[config.mk]
export PLATFORM = sky130hd
export DESIGN_NAME = i2c_register_transaction_sequencer
export DESIGN_NICKNAME = d
export VERILOG_FILES = /design/src/design/i2crts_pkg.sv /design/src/design/i2c_register_transaction_sequencer.sv
export SDC_FILE = /design/constraint.sdc
export NUM_CORES = 1
export LEC_CHECK = 0
export BUFFER_PORTS_ARGS = -buffer_cell sky130_fd_sc_hd__buf_4
export CAP_MARGIN = 10
export CORE_MARGIN = 3
export CORE_UTILIZATION = 25
export CTS_BUF_LIST = sky130_fd_sc_hd__clkbuf_16
export DETAILED_ROUTE_END_ITERATION = 12
export SYNTH_ARGS = -nofsm -noshare
export SYNTH_HDL_FRONTEND = slang
export SYNTH_SLANG_ARGS = --single-unit
[constraint.sdc]
create_clock -name aclk -period 4.6 [get_ports aclk]
set_clock_uncertainty 0.2 [all_clocks]
set_input_delay 0.23 -clock aclk [delete_from_list [all_inputs] [get_ports aclk]]
set_output_delay 0.23 -clock aclk [all_outputs]
set_load 0.05 [all_outputs]
[src/design/i2crts_pkg.sv]
// ----------------------------------------------------------------------------
// I2C register transaction sequencer package
// Shared types, item layouts and codes for the sequencer.
// ----------------------------------------------------------------------------
package i2crts_pkg;

    localparam int IN_DATA_W  = 48;
    localparam int OUT_DATA_W = 32;

    typedef enum logic [1:0] {
        OP_REQUEST = 2'd0,
        OP_EVENT   = 2'd1,
        OP_LOAD    = 2'd2
    } op_t;

    typedef enum logic [2:0] {
        ACT_NONE  = 3'd0,
        ACT_START = 3'd1,
        ACT_STOP  = 3'd2,
        ACT_TX    = 3'd3,
        ACT_RX_EN = 3'd4,
        ACT_ACK   = 3'd5,
        ACT_NACK  = 3'd6
    } action_t;

    typedef enum logic [1:0] {
        ST_OK      = 2'd0,
        ST_PENDING = 2'd1,
        ST_FAILED  = 2'd2
    } status_t;

    typedef enum logic [11:0] {
        PH_ADDR_W    = 12'b0000_0000_0001,
        PH_REG       = 12'b0000_0000_0010,
        PH_DATA      = 12'b0000_0000_0100,
        PH_RESTART   = 12'b0000_0000_1000,
        PH_START     = 12'b0000_0001_0000,
        PH_ADDR_R    = 12'b0000_0010_0000,
        PH_FIRST_RX  = 12'b0000_0100_0000,
        PH_RX_BYTE   = 12'b0000_1000_0000,
        PH_RX_EN     = 12'b0001_0000_0000,
        PH_LAST      = 12'b0010_0000_0000,
        PH_DONE_OK   = 12'b0100_0000_0000,
        PH_DONE_FAIL = 12'b1000_0000_0000
    } phase_t;

    typedef struct packed {
        logic [2:0] pad;
        logic [7:0] bus_rx_byte;
        logic       collision;
        logic       nack;
        logic [7:0] buffer_byte;
        logic [4:0] buffer_index;
        logic [5:0] byte_count;
        logic [7:0] register_address;
        logic [6:0] device_address;
        logic       direction;
    } in_item_t;

    typedef struct packed {
        logic [3:0] pad;
        status_t    status;
        logic [7:0] rx_byte;
        logic [4:0] rx_index;
        logic       rx_valid;
        logic [7:0] bus_tx_byte;
        action_t    bus_action;
        logic       accepted;
    } out_item_t;

endpackage

[src/design/i2c_register_transaction_sequencer.sv]
// ----------------------------------------------------------------------------
// I2C register transaction sequencer
// Steps an I2C master through register write and read transactions.
// ----------------------------------------------------------------------------
// Usage:
//   s_axis: one transaction per item. tuser carries the kind (request, bus
//   completion event, transmit buffer load); tdata carries the fields.
//   m_axis: exactly one result per input item, in order: request accept
//   flag, the next bus action, the byte to transmit, a delivered receive
//   byte with its position, and the transfer status after the item.
//   From input acceptance to result valid an item passes the input
//   register, then the phase update and the result register.
//   Throughput is one item per cycle unless m_axis_tready stalls; the phase
//   and transmit buffer are updated in the same cycle as the result register
//   is loaded, so each item sees the state left by the one before it.
//   The transmit buffer read is registered and addressed by the next byte
//   position, with the load in the same cycle forwarded.
//   Reset leaves the block idle after success with both stages empty.
//   When m_axis_tready is low the result holds and s_axis_tready drops
//   once the input register is also full.
// ----------------------------------------------------------------------------
module i2c_register_transaction_sequencer #(
    parameter int BUFFER_DEPTH = 32
) (
    input  logic                               aclk,
    input  logic                               aresetn,
    input  logic                               s_axis_tvalid,
    output logic                               s_axis_tready,
    // direction, device_address, register_address, byte_count, buffer_index,
    // buffer_byte, nack, collision, bus_rx_byte, zero fill
    input  logic [i2crts_pkg::IN_DATA_W-1:0]   s_axis_tdata,
    // op
    input  logic [1:0]                         s_axis_tuser,
    output logic                               m_axis_tvalid,
    input  logic                               m_axis_tready,
    // accepted, bus_action, bus_tx_byte, rx_valid, rx_index, rx_byte,
    // status, zero fill
    output logic [i2crts_pkg::OUT_DATA_W-1:0]  m_axis_tdata
);
    import i2crts_pkg::*;

    localparam int AW = (BUFFER_DEPTH > 1) ? $clog2(BUFFER_DEPTH) : 1;
    localparam logic [8:0] DEPTH_W = 9'(BUFFER_DEPTH);

    logic       in_valid_reg;
    in_item_t   in_item_reg;
    logic [1:0] in_op_reg;

    logic       out_valid_reg;
    out_item_t  out_item_reg;
    out_item_t  out_item_next;

    phase_t     phase_reg, phase_next;
    logic       is_read_reg, is_read_next;
    logic [7:0] dev_addr_reg, dev_addr_next;
    logic [7:0] target_reg_reg, target_reg_next;
    logic [5:0] total_reg, total_next;
    logic [5:0] byte_pos_reg, byte_pos_next;
    status_t    status_reg, status_next;

    logic [7:0] tx_buffer [BUFFER_DEPTH];
    logic [7:0] tx_rd_reg;
    logic       buf_wr;
    logic [AW-1:0] buf_wa;
    logic [AW-1:0] buf_ra;
    logic [5:0] byte_pos_inc;

    logic out_ready;
    logic proc;

    assign out_ready     = !out_valid_reg || m_axis_tready;
    assign proc          = in_valid_reg && out_ready;
    assign s_axis_tready = !in_valid_reg || out_ready;
    assign m_axis_tvalid = out_valid_reg;
    assign m_axis_tdata  = out_item_reg;

    assign byte_pos_inc = byte_pos_reg + 6'd1;
    assign buf_wr = proc && (in_op_reg == OP_LOAD)
                    && ({4'd0, in_item_reg.buffer_index} < DEPTH_W);
    assign buf_wa = AW'(in_item_reg.buffer_index);
    assign buf_ra = AW'(byte_pos_next);

    always_ff @(posedge aclk) begin
        if (!aresetn) begin
            in_valid_reg <= 1'b0;
        end else if (s_axis_tready) begin
            in_valid_reg <= s_axis_tvalid;
        end
        if (s_axis_tvalid && s_axis_tready) begin
            in_item_reg <= in_item_t'(s_axis_tdata);
            in_op_reg   <= s_axis_tuser;
        end
    end

    always_ff @(posedge aclk) begin
        if (buf_wr) begin
            tx_buffer[buf_wa] <= in_item_reg.buffer_byte;
        end
        if (buf_wr && (buf_wa == buf_ra)) begin
            tx_rd_reg <= in_item_reg.buffer_byte;
        end else begin
            tx_rd_reg <= tx_buffer[buf_ra];
        end
    end

    always_comb begin
        phase_next      = phase_reg;
        is_read_next    = is_read_reg;
        dev_addr_next   = dev_addr_reg;
        target_reg_next = target_reg_reg;
        total_next      = total_reg;
        byte_pos_next   = byte_pos_reg;
        status_next     = status_reg;
        out_item_next   = '0;

        if (proc) begin
            case (in_op_reg)
                OP_REQUEST: begin
                    if (status_reg != ST_PENDING
                        && {3'd0, in_item_reg.byte_count} <= DEPTH_W) begin
                        out_item_next.accepted   = 1'b1;
                        out_item_next.bus_action = ACT_START;
                        is_read_next    = in_item_reg.direction;
                        dev_addr_next   = {in_item_reg.device_address, 1'b0};
                        target_reg_next = in_item_reg.register_address;
                        total_next      = in_item_reg.byte_count;
                        byte_pos_next   = 6'd0;
                        status_next     = ST_PENDING;
                        phase_next      = PH_ADDR_W;
                    end
                end
                OP_EVENT: begin
                    if (in_item_reg.collision) begin
                        out_item_next.bus_action = ACT_STOP;
                        phase_next = PH_DONE_FAIL;
                    end else begin
                        unique case (phase_reg)
                            PH_ADDR_W: begin
                                out_item_next.bus_action  = ACT_TX;
                                out_item_next.bus_tx_byte = dev_addr_reg;
                                phase_next = PH_REG;
                            end
                            PH_REG: begin
                                if (in_item_reg.nack) begin
                                    out_item_next.bus_action = ACT_STOP;
                                    phase_next = PH_DONE_FAIL;
                                end else begin
                                    out_item_next.bus_action  = ACT_TX;
                                    out_item_next.bus_tx_byte = target_reg_reg;
                                    phase_next = is_read_reg ? PH_RESTART : PH_DATA;
                                end
                            end
                            PH_DATA: begin
                                if (in_item_reg.nack) begin
                                    out_item_next.bus_action = ACT_STOP;
                                    phase_next = PH_DONE_FAIL;
                                end else if (byte_pos_reg < total_reg) begin
                                    out_item_next.bus_action  = ACT_TX;
                                    out_item_next.bus_tx_byte = tx_rd_reg;
                                    byte_pos_next = byte_pos_inc;
                                end else begin
                                    out_item_next.bus_action = ACT_STOP;
                                    phase_next = PH_DONE_OK;
                                end
                            end
                            PH_RESTART: begin
                                out_item_next.bus_action = ACT_STOP;
                                phase_next = in_item_reg.nack ? PH_DONE_FAIL : PH_START;
                            end
                            PH_START: begin
                                out_item_next.bus_action = ACT_START;
                                phase_next = PH_ADDR_R;
                            end
                            PH_ADDR_R: begin
                                out_item_next.bus_action  = ACT_TX;
                                out_item_next.bus_tx_byte = {dev_addr_reg[7:1], 1'b1};
                                phase_next = PH_FIRST_RX;
                            end
                            PH_FIRST_RX: begin
                                if (in_item_reg.nack) begin
                                    out_item_next.bus_action = ACT_STOP;
                                    phase_next = PH_DONE_FAIL;
                                end else begin
                                    out_item_next.bus_action = ACT_RX_EN;
                                    phase_next = PH_RX_BYTE;
                                end
                            end
                            PH_RX_BYTE: begin
                                out_item_next.rx_valid = 1'b1;
                                out_item_next.rx_index = byte_pos_reg[4:0];
                                out_item_next.rx_byte  = in_item_reg.bus_rx_byte;
                                byte_pos_next = byte_pos_inc;
                                if (byte_pos_inc < total_reg) begin
                                    out_item_next.bus_action = ACT_ACK;
                                    phase_next = PH_RX_EN;
                                end else begin
                                    out_item_next.bus_action = ACT_NACK;
                                    phase_next = PH_LAST;
                                end
                            end
                            PH_RX_EN: begin
                                out_item_next.bus_action = ACT_RX_EN;
                                phase_next = PH_RX_BYTE;
                            end
                            PH_LAST: begin
                                out_item_next.bus_action = ACT_STOP;
                                phase_next = PH_DONE_OK;
                            end
                            PH_DONE_OK: begin
                                status_next = ST_OK;
                            end
                            default: begin
                                phase_next  = PH_DONE_FAIL;
                                status_next = ST_FAILED;
                            end
                        endcase
                    end
                end
                default: begin
                end
            endcase
        end
        out_item_next.status = status_next;
    end

    always_ff @(posedge aclk) begin
        if (!aresetn) begin
            out_valid_reg  <= 1'b0;
            phase_reg      <= PH_DONE_OK;
            is_read_reg    <= 1'b0;
            dev_addr_reg   <= 8'd0;
            target_reg_reg <= 8'd0;
            total_reg      <= 6'd0;
            byte_pos_reg   <= 6'd0;
            status_reg     <= ST_OK;
        end else begin
            if (out_ready) begin
                out_valid_reg <= in_valid_reg;
            end
            phase_reg      <= phase_next;
            is_read_reg    <= is_read_next;
            dev_addr_reg   <= dev_addr_next;
            target_reg_reg <= target_reg_next;
            total_reg      <= total_next;
            byte_pos_reg   <= byte_pos_next;
            status_reg     <= status_next;
        end
        if (proc) begin
            out_item_reg <= out_item_next;
        end
    end

endmodule

==> metrics.txt <==
run status finished, final reports clean; Final ANT Viol Nets 0; final clock period utilization by the worst path 67.62%; CTS tree done; final critical path time including I/O delays and setup 3.111 ns; Most Crowded Layer GR met2; count of cells resized by post-cts repair 0; Max clock buf depth 3; overall global routing resource usage 10.75%; count of hold buffers inserted by post-cts repair 51; dominant synthesized flop cell sky130_fd_sc_hd__edfxtp_1; clock insertion delay at the later pin of the skew report 0.53 ns; fraction of final layout cells sized beyond drive strength 1 17.78%; overall power after layout 7130 uW; global-route wire length before repair 52.94 mm; number of max-slew violations in the final report 0; hold depth 2; number of flip-flops under the largest register name 256; PwrDens 386.5 nW/um^2; post-place setup slack 1.463 ns; total number of H-tree levels 2; transition time at the pin with the least slew margin 1.192 ns; Iter 0 DRT Violations 866; Cell Count Post-Placement 1786; number of register bits inferred by synthesis 380; antenna violations before repair 0; Vias per Instance 4.638; total placed instance area 16690 sq um; yosys synthesis warning count 0; post-CTS setup buffer count 0; mean cell area of the mapped netlist 15.71 sq um; met2 Resource Use GR 17.30%; die outline height 252.8 microns; met1 Resource Use GR 14.91%; class of the tightest hold or removal check input pin to register; kind of start point of the critical path register; core outline area 59690 sq um; relative area change from synthesis to final layout 21.15%; maximum ir drop on the vdd rail 0.2562 mV; Vias 8854; number of cells in the finished layout apart from fillers 1909; floorplan row count 89; required time reported for the critical path endpoint 4.54 ns; synthesized cell area 15230 sq um; total negative slack 0 ns; number of maximum-capacitance violations 0; number of sinks handled by clock tree synthesis 380; detailed-router iteration count before antenna repair 5; relative slew slack 19.86%; overall routed net length 35.21 mm; CP Max Fanout 9; Port Buffers 80; number of cells produced by synthesis 969; largest net degree at the start of global routing 48; CTS Root Cell sky130_fd_sc_hd__clkbuf_16; # diodes 0; FILL cells 5824; placer congestion estimate 0.8469; CP Capture Type register; unrepaired setup endpoints after global routing false; commonest non-fill, non-tap cells in the layout sky130_fd_sc_hd__edfxtp_1 (331), sky130_fd_sc_hd__buf_4 (90), sky130_fd_sc_hd__mux2i_1 (86); Post-layout nets 1171; post-route cell area 18450 sq um; wire length per cell 18.44 microns; most common cell after layout, fill and taps aside sky130_fd_sc_hd__edfxtp_1; met3 track utilization from global routing 2.054%; worst reg2reg path depth 5; data arrival time of the critical path 3.05 ns; clock transition at the registers of the reported paths 0.06 ns; leakage power summed over all cells 0.005850 uW; die area 63910 sq um; DRC violation count after routing 0; number of failing setup endpoints in the final timing report 0; number of hold-slack violations in the final timing report 0; DPL Wire Length 23.04 mm; Post-synth ARST share 0%; die extent in x 252.8 microns; total CTS buffers 40; sum of overflow across all layers after global routing 0; effective utilization at floorplan 25.51%; Distinct cells, synth 65; Setup CP Type register to register; area occupied by multi-input gates 4059 sq um; highest achievable clock rate 321.5 MHz; minimum setup slack in the final design 1.489 ns; count of flip-flops with a built-in enable after synthesis 331; count of pins on the block boundary 88; via count of the first global-routing pass 8610; sequential cell area fraction in the yosys report 71.72%; total area of sequential cells 10930 sq um
-- power by group --
part | switching (uW) | internal [uW]
Sequential | 63.5 | 3790
Combinational | 128 | 90.1
Clock | 1270 | 1780
-- area by class of cell --
class                           count  share of cell area, %
Clock inverter                     31                  1.187
Timing Repair Buffer              142                  6.538
Multi-Input combinational cell    530                  22.00
Clock buffer                       41                  5.562
Sequential cell                   380                  59.22
Inverter                           12                 0.2442
Tap cell                          773                  5.243
-- cells in the mapped netlist (all sizes together), types with 2 or more instances --
| master | instances | area share (%) |
|---|---|---|
| o2111ai | 3 | 0.17 |
| mux2i | 86 | 5.7 |
| clkbuf | 31 | 0.77 |
| or4 | 8 | 0.43 |
| a32o | 3 | 0.20 |
| a311oi | 2 | 0.12 |
| nand3b | 7 | 0.35 |
| a31oi | 2 | 0.082 |
| inv | 12 | 0.30 |
| nand4 | 14 | 0.58 |
| dfxtp | 49 | 6.4 |
| nor3 | 7 | 0.26 |
| ha | 11 | 0.90 |
| a22o | 3 | 0.17 |
| nor2 | 83 | 2.1 |
| edfxtp | 331 | 65 |
| and2 | 19 | 0.78 |
| nor4b | 5 | 0.29 |
| a21o | 4 | 0.20 |
| o211ai | 4 | 0.20 |
| a31o | 2 | 0.12 |
| nand3 | 33 | 1.1 |
| buf | 19 | 0.74 |
| mux4 | 31 | 4.6 |
| xnor2 | 4 | 0.23 |
| or3 | 8 | 0.37 |
| o22a | 2 | 0.12 |
| nor2b | 9 | 0.37 |
| nand2b | 6 | 0.25 |
| a22oi | 52 | 2.6 |
| a211oi | 4 | 0.20 |
| and3 | 5 | 0.21 |
| mux2 | 2 | 0.15 |
| nor4 | 4 | 0.16 |
| or2 | 2 | 0.082 |
| or3b | 3 | 0.17 |
| nand2 | 39 | 0.96 |
| xor2 | 3 | 0.17 |
| o21ai | 26 | 0.90 |
| a21oi | 19 | 0.65 |
-- critical path, cell delays in order (launching register included) --
cell	delay (ns)
sky130_fd_sc_hd__dfxtp_1	0.31
sky130_fd_sc_hd__nor2b_1	0.19
sky130_fd_sc_hd__nor2b_2	0.43
sky130_fd_sc_hd__and3b_1	0.30
sky130_fd_sc_hd__nand3_1	0.41
sky130_fd_sc_hd__nor2_1	0.88
-- path summary, 6_finish.rpt --
check,slack (ns),from,to
worst max-delay path,1.49,m_axis_tvalid,tx_buffer[7][5]
worst min-delay path,0.22,s_axis_tdata[39],in_item_reg[39]
worst max register to register,1.49,m_axis_tvalid,tx_buffer[7][5]
worst min register to register,0.28,in_item_reg[0],is_read_reg
-- metrics by stage --
stage                     hold WS (ns)  utilization [%]
after floorplan                 0.1289                -
after global placement          0.2083            27.97
after detailed placement        0.2093            27.97
after CTS                       0.1953            30.91
after global routing            0.2113            30.91
final                           0.2232            30.91
-- layer usage --
metal	share of wire (%)	wire length (microns)	up-vias
li1	-	-	4075
met5	0	0	-
met1	44	15660	4492
met4	1.8	634	0
met3	5.8	2044	34
met2	48	16870	253
-- cell families after synthesis --
logic type               count (synthesis)  synth area share, %
flip-flops                             380                71.72
AND/OR/NAND/NOR                        255                8.562
AO/OA/AOI/OAI                          134                6.196
multiplexers                           119                10.39
buffers and inverters                   62                1.808
adder cells (fa/ha/maj)                 11               0.9038
XOR/XNOR                                 7               0.4026
other                                    1              0.02463
(Power assumes the default switching activity.)
